**src/rtl/decimated_window_min_max_macros.svh**
```systemverilog
// Assertion macros for the decimated window min/max block.
// Used by the top level; expects clk and arst_n in scope.
`ifndef DECIMATED_WINDOW_MIN_MAX_MACROS_SVH
`define DECIMATED_WINDOW_MIN_MAX_MACROS_SVH

// same-cycle implication, disabled during reset
`define DWMM_ASSERT_NOW(lbl, ante, cons, msg) \
	lbl: assert property (@(posedge clk) disable iff (!arst_n) (ante) |-> (cons)) \
		else $error(msg);

// next-cycle implication, disabled during reset
`define DWMM_ASSERT_NEXT(lbl, ante, cons, msg) \
	lbl: assert property (@(posedge clk) disable iff (!arst_n) (ante) |=> (cons)) \
		else $error(msg);

`endif

```
**src/rtl/dwmm_pkg.sv**
```systemverilog
// Shared types and constants for the decimated window min/max block.
// No dependencies; imported by every module of the block.
`default_nettype none

package dwmm_pkg;

	localparam int SAMPLE_W = 18;
	localparam int FACTOR_W = 8;

	localparam logic [FACTOR_W-1:0] FACTOR_RESET = 8'd10;
	localparam logic [SAMPLE_W-1:0] SAMPLE_ALL_ONES = '1;

	// control sequencer states
	typedef enum logic [1:0] {
		ST_IDLE,
		ST_SCAN,
		ST_DRAIN,
		ST_DONE
	} dwmm_state_t;

	// controls from the sequencer to the min/max accumulator
	typedef struct packed {
		logic clear;   // start a new scan
		logic acc_en;  // read data valid, fold it in
		logic commit;  // last read data, update window min/max
	} acc_ctrl_t;

endpackage

`default_nettype wire

```
**src/rtl/decimated_window_min_max.sv**
```systemverilog
// Order: a skipped sample goes from its input beat through ST_DONE to the result register; a
// kept sample first scans the ring (one ring read per valid entry), then drains and loads.
// Only one input beat is in flight: s_tready is high only in ST_IDLE, and the load waits for a
// free result register; the single read port of the sample ring sets the scan length.
// Reset: arst_n clears phase, pointer, fill count, min/max and handshake state, and sets
// decimation_factor to 10; the ring is not cleared, only written entries are ever read.
`default_nettype none

module decimated_window_min_max
	import dwmm_pkg::*;
#(
	parameter int WINDOW_DEPTH = 64
) (
	input  wire logic                clk,
	input  wire logic                arst_n,
	// configuration
	input  wire logic                cfg_wr_en,
	input  wire logic [FACTOR_W-1:0] cfg_wr_data,  // decimation_factor
	// input stream
	input  wire logic                s_tvalid,
	output logic                     s_tready,
	input  wire logic [23:0]         s_tdata,      // [17:0] sample
	// result stream
	output logic                     m_tvalid,
	input  wire logic                m_tready,
	output logic [(((2*SAMPLE_W + $clog2(WINDOW_DEPTH+1)) + 7) / 8) * 8 - 1:0] m_tdata,
	// m_tdata: window_min, window_max, fill_count from bit 0 up, zero padded
	output logic                     m_tuser       // kept
);

	localparam int PTR_W   = (WINDOW_DEPTH > 1) ? $clog2(WINDOW_DEPTH) : 1;
	localparam int CNT_W   = $clog2(WINDOW_DEPTH + 1);
	localparam int OUT_BITS = 2*SAMPLE_W + CNT_W;
	localparam int OUT_W   = ((OUT_BITS + 7) / 8) * 8;
	localparam int PAD_W   = OUT_W - OUT_BITS;

	logic [FACTOR_W-1:0] factor_q;
	logic                result_free;
	logic                result_load;
	logic                kept;
	logic                wr_en;
	logic [PTR_W-1:0]    wr_addr;
	logic                rd_en;
	logic [PTR_W-1:0]    rd_addr;
	logic [SAMPLE_W-1:0] rd_data;
	acc_ctrl_t           acc_ctrl;
	logic [CNT_W-1:0]    fill_count;
	logic [SAMPLE_W-1:0] window_min;
	logic [SAMPLE_W-1:0] window_max;
	logic                m_tvalid_q;
	logic [OUT_W-1:0]    m_tdata_q;
	logic                m_tuser_q;

	// decimation factor register
	always_ff @(posedge clk or negedge arst_n) begin
		if (!arst_n) begin
			factor_q <= FACTOR_RESET;
		end else if (cfg_wr_en) begin
			factor_q <= cfg_wr_data;
		end
	end

	dwmm_ctrl #(
		.DEPTH(WINDOW_DEPTH)
	) u_ctrl (
		.clk         (clk),
		.arst_n      (arst_n),
		.in_valid    (s_tvalid),
		.in_ready    (s_tready),
		.factor      (factor_q),
		.result_free (result_free),
		.result_load (result_load),
		.kept        (kept),
		.wr_en       (wr_en),
		.wr_addr     (wr_addr),
		.rd_en       (rd_en),
		.rd_addr     (rd_addr),
		.acc_ctrl    (acc_ctrl),
		.fill_count  (fill_count)
	);

	dwmm_ring_ram #(
		.DEPTH(WINDOW_DEPTH)
	) u_ram (
		.clk     (clk),
		.wr_en   (wr_en),
		.wr_addr (wr_addr),
		.wr_data (s_tdata[SAMPLE_W-1:0]),
		.rd_en   (rd_en),
		.rd_addr (rd_addr),
		.rd_data (rd_data)
	);

	dwmm_minmax u_minmax (
		.clk        (clk),
		.arst_n     (arst_n),
		.ctrl       (acc_ctrl),
		.rd_data    (rd_data),
		.window_min (window_min),
		.window_max (window_max)
	);

	// result output register
	assign result_free = !m_tvalid_q || m_tready;

	always_ff @(posedge clk or negedge arst_n) begin
		if (!arst_n) begin
			m_tvalid_q <= 1'b0;
		end else if (result_load) begin
			m_tvalid_q <= 1'b1;
		end else if (m_tready) begin
			m_tvalid_q <= 1'b0;
		end
	end

	always_ff @(posedge clk) begin
		if (result_load) begin
			m_tdata_q <= {{PAD_W{1'b0}}, fill_count, window_max, window_min};
			m_tuser_q <= kept;
		end
	end

	assign m_tvalid = m_tvalid_q;
	assign m_tdata  = m_tdata_q;
	assign m_tuser  = m_tuser_q;

	// checks
	`include "decimated_window_min_max_macros.svh"

	`DWMM_ASSERT_NEXT(a_one_item_in_flight, s_tvalid && s_tready, !s_tready, "accepted a beat while busy")
	`DWMM_ASSERT_NOW(a_fill_bounded, 1'b1, fill_count <= CNT_W'(WINDOW_DEPTH), "fill count past depth")
	`DWMM_ASSERT_NOW(a_min_le_max, fill_count != '0, window_min <= window_max, "window min above max")
	`DWMM_ASSERT_NOW(a_load_when_free, result_load, result_free, "result loaded over a waiting beat")

endmodule

`default_nettype wire

```
**src/rtl/dwmm_ring_ram.sv**
```systemverilog
// Sample ring storage: one write port, one read port, registered read data.
// Depends on dwmm_pkg for the sample width.
`default_nettype none

module dwmm_ring_ram
	import dwmm_pkg::*;
#(
	parameter int DEPTH = 64
) (
	input  wire logic                                 clk,
	input  wire logic                                 wr_en,
	input  wire logic [((DEPTH > 1) ? $clog2(DEPTH) : 1)-1:0] wr_addr,
	input  wire logic [SAMPLE_W-1:0]                  wr_data,
	input  wire logic                                 rd_en,
	input  wire logic [((DEPTH > 1) ? $clog2(DEPTH) : 1)-1:0] rd_addr,
	output logic      [SAMPLE_W-1:0]                  rd_data
);

	logic [SAMPLE_W-1:0] mem [DEPTH];

	// write port
	always_ff @(posedge clk) begin
		if (wr_en) begin
			mem[wr_addr] <= wr_data;
		end
	end

	// read port, registered read data
	always_ff @(posedge clk) begin
		if (rd_en) begin
			rd_data <= mem[rd_addr];
		end
	end

endmodule

`default_nettype wire

```
**src/rtl/dwmm_minmax.sv**
```systemverilog
// Min/max accumulator fed by ring read data; holds the committed window bounds.
// Depends on dwmm_pkg for the control struct and sample width.
`default_nettype none

module dwmm_minmax
	import dwmm_pkg::*;
(
	input  wire logic                clk,
	input  wire logic                arst_n,
	input  wire acc_ctrl_t           ctrl,
	input  wire logic [SAMPLE_W-1:0] rd_data,
	output logic      [SAMPLE_W-1:0] window_min,
	output logic      [SAMPLE_W-1:0] window_max
);

	logic [SAMPLE_W-1:0] lo_q, hi_q;
	logic [SAMPLE_W-1:0] lo_nxt, hi_nxt;
	logic [SAMPLE_W-1:0] min_q, max_q;

	// running bounds with the incoming word folded in
	assign lo_nxt = (rd_data < lo_q) ? rd_data : lo_q;
	assign hi_nxt = (rd_data > hi_q) ? rd_data : hi_q;

	// scan accumulators
	always_ff @(posedge clk) begin
		if (ctrl.clear) begin
			lo_q <= SAMPLE_ALL_ONES;
			hi_q <= '0;
		end else if (ctrl.acc_en) begin
			lo_q <= lo_nxt;
			hi_q <= hi_nxt;
		end
	end

	// committed window bounds, zero until the first scan ends
	always_ff @(posedge clk or negedge arst_n) begin
		if (!arst_n) begin
			min_q <= '0;
			max_q <= '0;
		end else if (ctrl.commit) begin
			min_q <= lo_nxt;
			max_q <= hi_nxt;
		end
	end

	assign window_min = min_q;
	assign window_max = max_q;

endmodule

`default_nettype wire

```
**src/rtl/dwmm_ctrl.sv**
```systemverilog
// Sequencer: phase counter, ring pointer, fill count and the window scan.
// Depends on dwmm_pkg for the state enum, control struct and widths.
`default_nettype none

module dwmm_ctrl
	import dwmm_pkg::*;
#(
	parameter int DEPTH = 64
) (
	input  wire logic                              clk,
	input  wire logic                              arst_n,
	input  wire logic                              in_valid,
	output logic                                   in_ready,
	input  wire logic [FACTOR_W-1:0]               factor,
	input  wire logic                              result_free,
	output logic                                   result_load,
	output logic                                   kept,
	output logic                                   wr_en,
	output logic [((DEPTH > 1) ? $clog2(DEPTH) : 1)-1:0] wr_addr,
	output logic                                   rd_en,
	output logic [((DEPTH > 1) ? $clog2(DEPTH) : 1)-1:0] rd_addr,
	output acc_ctrl_t                              acc_ctrl,
	output logic [$clog2(DEPTH+1)-1:0]             fill_count
);

	localparam int PTR_W = (DEPTH > 1) ? $clog2(DEPTH) : 1;
	localparam int CNT_W = $clog2(DEPTH + 1);
	localparam logic [PTR_W-1:0] PTR_LAST = PTR_W'(DEPTH - 1);
	localparam logic [CNT_W-1:0] CNT_FULL = CNT_W'(DEPTH);

	dwmm_state_t state_q, state_d;

	logic [FACTOR_W-1:0] phase_q;
	logic [FACTOR_W-1:0] phase_nxt;
	logic [PTR_W-1:0]    ptr_q;
	logic [CNT_W-1:0]    count_q;
	logic [CNT_W-1:0]    rd_idx_q;
	logic                rd_valid_s1;
	logic                kept_q;
	logic                accept;
	logic                keep;
	logic                scan_last;

	// decimation decision for the beat on the input
	assign phase_nxt = phase_q + 1'b1;
	assign keep      = (phase_nxt >= factor);
	assign accept    = in_valid && in_ready;
	assign scan_last = ((rd_idx_q + 1'b1) == count_q);

	// state register
	always_ff @(posedge clk or negedge arst_n) begin
		if (!arst_n) begin
			state_q <= ST_IDLE;
		end else begin
			state_q <= state_d;
		end
	end

	// next state and strobes
	always_comb begin
		state_d         = state_q;
		in_ready        = 1'b0;
		wr_en           = 1'b0;
		rd_en           = 1'b0;
		result_load     = 1'b0;
		acc_ctrl.clear  = 1'b0;
		acc_ctrl.acc_en = rd_valid_s1;
		acc_ctrl.commit = 1'b0;
		unique case (state_q)
			ST_IDLE: begin
				in_ready = 1'b1;
				if (in_valid) begin
					wr_en          = keep;
					acc_ctrl.clear = keep;
					state_d        = keep ? ST_SCAN : ST_DONE;
				end
			end
			ST_SCAN: begin
				rd_en = 1'b1;
				if (scan_last) begin
					state_d = ST_DRAIN;
				end
			end
			ST_DRAIN: begin
				acc_ctrl.commit = 1'b1;
				state_d         = ST_DONE;
			end
			ST_DONE: begin
				if (result_free) begin
					result_load = 1'b1;
					state_d     = ST_IDLE;
				end
			end
			default: begin
				state_d = ST_IDLE;
			end
		endcase
	end

	assign wr_addr         = ptr_q;
	assign rd_addr         = rd_idx_q[PTR_W-1:0];

	// phase, pointer, fill count and kept flag
	always_ff @(posedge clk or negedge arst_n) begin
		if (!arst_n) begin
			phase_q <= '0;
			ptr_q   <= '0;
			count_q <= '0;
			kept_q  <= 1'b0;
		end else if (accept) begin
			kept_q <= keep;
			if (keep) begin
				phase_q <= '0;
				ptr_q   <= (ptr_q == PTR_LAST) ? '0 : ptr_q + 1'b1;
				if (count_q != CNT_FULL) begin
					count_q <= count_q + 1'b1;
				end
			end else begin
				phase_q <= phase_nxt;
			end
		end
	end

	// scan address: valid entries always sit at 0 .. count-1
	always_ff @(posedge clk or negedge arst_n) begin
		if (!arst_n) begin
			rd_idx_q    <= '0;
			rd_valid_s1 <= 1'b0;
		end else begin
			rd_valid_s1 <= rd_en;
			if (accept) begin
				rd_idx_q <= '0;
			end else if (rd_en) begin
				rd_idx_q <= rd_idx_q + 1'b1;
			end
		end
	end

	assign kept       = kept_q;
	assign fill_count = count_q;

endmodule

`default_nettype wire
```
**config.mk**
```make
export PLATFORM = sky130hd
export DESIGN_NAME = decimated_window_min_max
export DESIGN_NICKNAME = d
export VERILOG_FILES = /design/src/rtl/dwmm_pkg.sv /design/src/rtl/decimated_window_min_max.sv /design/src/rtl/dwmm_ring_ram.sv /design/src/rtl/dwmm_minmax.sv /design/src/rtl/dwmm_ctrl.sv
export VERILOG_INCLUDE_DIRS = /design/src /design/src/rtl
export SDC_FILE = /design/constraint.sdc
export NUM_CORES = 1
export LEC_CHECK = 0
export BUFFER_PORTS_ARGS = -buffer_cell sky130_fd_sc_hd__buf_2
export CORE_AREA = 2 2 347 349
export CTS_CLUSTER_SIZE = 20
export DETAILED_ROUTE_END_ITERATION = 12
export DIE_AREA = 0 0 349 351
export PLACE_DENSITY = 0.66
export SLEW_MARGIN = 20
export SYNTH_ARGS = -nofsm -noshare
export SYNTH_HDL_FRONTEND = slang
export SYNTH_HIERARCHICAL = 1
export SYNTH_SLANG_ARGS = --single-unit
```
**constraint.sdc**
```tcl
create_clock -name clk -period 4 [get_ports clk]
set_input_delay 0.2 -clock clk [delete_from_list [all_inputs] [get_ports clk]]
set_output_delay 0.2 -clock clk [all_outputs]
set_load 0.02 [all_outputs]
```
==> impl_results.md <==
* Final period util at 97.04%
* Reg2Reg Depth at 13
* Vias in the first global route at 27,340
* CTS Buf Count at 135
* Worst-Skew Late Latency at 750 ps
* Power Dens Cells at 636.9 nW/um^2
* Core area at 119,000 sq um
* Worst-Margin Slew at 1044 ps
* WP data arrival at 4300 ps
* Ys async rst share at 5.803%
* Hold Path Class: primary input to flop
* Unrepaired setup endpoints after global routing: yes
* Wirelength per Cell at 26.52 um
* Die H at 351 um
* CP Class: flop to flop
* Pre-CTS setup slack at 204.3 ps
* Critical Path End Type: flop
* Pint at 0.02721 W
* Crit path to: u_ram/mem[4][12]$_DFFE_PP_
* Syn Area/Cell at 19.28 sq um
* GP Congestion at 0.8932
* Reg-to-reg startpoint: u_ctrl/phase_q[0]$_DFFE_PN0P_
* DR DRC count at 0
* Largest net degree at the start of global routing at 87
* Worst Path Required at 4420 ps
* CP startpoint kind: flop
* Initial antenna violation count at 7
* Critical Path, Cell by Cell: and3_1 > and3_1 > and3_1 > xor2_1 > ha_1 > nand4_1 > o31ai_4 > nand2_4 > inv_4 > nor2b_1 > nand2_1 > nor2_1 > buf_4
* Cell taking the most area after synthesis: edfxtp_1
* Final hold violation count at 0
* Max Clk Rate at 257.6 MHz
* Synth top area share at 68.64%
* Synth unique cells at 69
* Status: completed
* Setup bufs post-CTS at 0
* Post-layout min period at 3882 ps
* # H-tree levels at 4
* CP Buf/Inv Count at 2
* Finished Core Util at 50.80%
* Setup violators final at 0
* First-pass GRT wire length at 182.5 mm
* DIE WIDTH at 349 um
* ANT nets after route at 0
* Starting DRT DRC Count at 3,418
* DP HPWL at 76.71 mm
* Area grow syn2layout at 13.84%
* Clock root cell: clkbuf_16
* Total die area at 122,500 sq um
* CP delay by family, top: simple AND/OR/NAND/NOR gates
* Synth Instances at 2,755
* Met3 routed WL at 10.26 mm
* Worst VDD drop at 0.4093 mV
* Slew margin rel. at 30.43%
* GRT Util Overall at 20.33%
* Starting Density at 44.62%
* Reg clk slew, reported paths at 60 ps
* Switching Fraction at 29.33%
* Clock skew at 33.65 ps
* NetSw at 0.01130 W
* Layout cell share with drive strength beyond 1 at 25.40%
* I/O Pins at 88
* Final setup margin at 118.3 ps
* Slowest Stage Delay on Critical Path at 440 ps
* Synthesis Warnings at 6
* TritonRoute pass-1 iters at 6
* Fill cells at 9,237
* DR vias at 27,300
* Post-synth EDFFs at 1,214
* Leak at 19.69 nW
* Post_cts resized at 0
* Clock Power Share at 31.4%
* Critical path's slowest cell: dfrtp_1
* Met2 WL at 58.53 mm
* Metal1 wirelength at 50.94 mm
* Synth area leaders: edfxtp_1, mux4_2, dfrtp_1, mux2i_1, dfxtp_1
* Top Metal Used: met5
* Routed Wire Length at 123.2 mm
* Worst r2r dst: u_ram/mem[4][12]$_DFFE_PP_
* WP depth at 13
* Buffers added on ports at 76
* Row Count at 127
* Critical path launch point: u_ctrl/phase_q[0]$_DFFE_PN0P_
* Vias/cell at 5.878
* NumNets Final at 3,075
* Mapped Area at 53,110 sq um
* Maximum Capacitance Violations at 0
* Main flop type after synthesis: edfxtp_1
* Most common cell after layout, fill and taps aside: edfxtp_1
* TritonCTS clock tree: yes
* CP dominant cell by count: and3_1
* Crit-path max FO at 18
* GRT overflow at 0
* Sequential area share after synthesis at 73.63%
* Flop2flop setup slack at 120 ps
* Logic pwr share at 25.0%
* Clock sinks at 1,327
* Yosys reg bits at 1,327
* Sequential share of power at 43.6%
* Max Transition Viols Final at 0
* CTS Buffer Depth at 3
* Most frequent cells in the layout: edfxtp_1, mux4_2, buf_4
[sequential cells by signal, summed over array words and instances, names as in the netlist, 2 cells and up]
signal,flops
u_ram/mem,1152
m_tdata,43
u_minmax/hi_q,18
u_minmax/lo_q,18
u_minmax/window_max,18
u_minmax/window_min,18
u_ram/rd_data,18
factor_q,8
u_ctrl/phase_q,8
u_ctrl/fill_count,7
u_ctrl/rd_idx_q,7
u_ctrl/wr_addr,6
u_ctrl/state_q,2
[cells in the mapped netlist (all sizes together) (2+ instances only)]
library cell,instances
mux4,300
xor2,8
o21ai,75
a41oi,2
a221oi,2
nor3,15
o22ai,28
and3,8
nand3b,4
a31oi,21
a22oi,5
inv,70
a211o,20
or3b,2
or2,2
nand4,32
o21a,3
dfxtp,36
nor3b,2
or3,33
nand3,38
nor2,106
xnor2,20
o31ai,4
nand2b,50
nor2b,25
a21o,3
buf,94
nand2,92
and2,19
ha,52
and4,3
dfstp,2
edfxtp,1214
dfrtp,75
o221ai,19
mux2i,80
clkbuf,75
a211oi,17
mux2,22
a21oi,45
a221o,20
[power by group through the flow]
stage	Combinational, W	Sequential [W]	Clock (W)
after floorplan	0.00664	0.0168	0
after CTS	0.00967	0.0168	0.0123
after global routing	0.0104	0.0169	0.0128
final	0.00965	0.0168	0.0121
after detailed placement	0.00961	0.0171	0
after global placement	0.00942	0.0170	0
[area by class of cell]
cell class	count	area [sq um]	area share, %
clock buffer	180	3674	6.076
multi-input combinational	1193	12890	21.32
timing repair buffer	259	2001	3.309
clock inverter	61	553.0	0.9147
tap	1548	1937	3.203
antenna	6	15.01	0.02483
sequential	1327	39130	64.71
inverter	70	265.3	0.4387
[what timing repair did]
item / 4_1_cts / 5_1_grt
hold endpoints to repair: 220 / 0
endpoints found under the setup margin: 0 / 34
hold buffers: 24 / 0
[cell families (layout without fill, tap and decap cells)]
kind of cell             after synthesis  in the layout  share of synthesized area, %
adder cells (fa/ha/maj)               52             52                         1.225
AND/OR/NAND/NOR                      433            433                         4.123
multiplexers                         402            402                         14.77
flip-flops                          1327           1327                         73.63
buffers and inverters                239            570                         2.266
AO/OA/AOI/OAI                        273            273                         3.506
XOR/XNOR                              28             28                        0.4759
other                                  1             11                      0.007061
[worst min-delay path by stage]
stage | from | to | slack, ps | cells past startpoint
after global routing | s_tdata[15] | u_ram/mem[54][15]$_DFFE_PP_ | 7 | 1
final | s_tdata[15] | u_ram/mem[54][15]$_DFFE_PP_ | 10 | 1
after floorplan | arst_n | factor_q[0]$_DFFE_PN0P_ | -100 | 0
after detailed placement | u_minmax/window_min[3]$_DFFE_PN0P_ | m_tdata[3]$_DFFE_PP_ | 430 | 0
after CTS | s_tdata[4] | u_ram/mem[36][4]$_DFFE_PP_ | 30 | 1
after global placement | u_minmax/window_min[5]$_DFFE_PN0P_ | m_tdata[5]$_DFFE_PP_ | 420 | 0
[metal layers]
metal	global-route usage, %	vias to the layer above
met3	3.638	190
met5	0	-
met4	6.765	2
met1	28.84	14300
met2	32.05	1200
li1	-	11610
[stage by stage]
| stage | setup TNS, ps | cell area (sq um) | power, W | std cells | hold WS, ps |
|---|---|---|---|---|---|
| 2_1_floorplan | 0 | 53130 | 0.02348 | 2759 | -95.59 |
| 5_1_grt | -244.0 | 60450 | 0.04007 | 4639 | 7.099 |
| 3_3_place_gp | 0 | 55970 | 0.02646 | 4373 | 423.9 |
| 6_report | 0 | 60460 | 0.03851 | 4644 | 11.90 |
| 4_1_cts | 0 | 60440 | 0.03878 | 4638 | 32.21 |
| 3_5_place_dp | 0 | 55970 | 0.02669 | 4373 | 427.7 |
(Power assumes the default switching activity.)
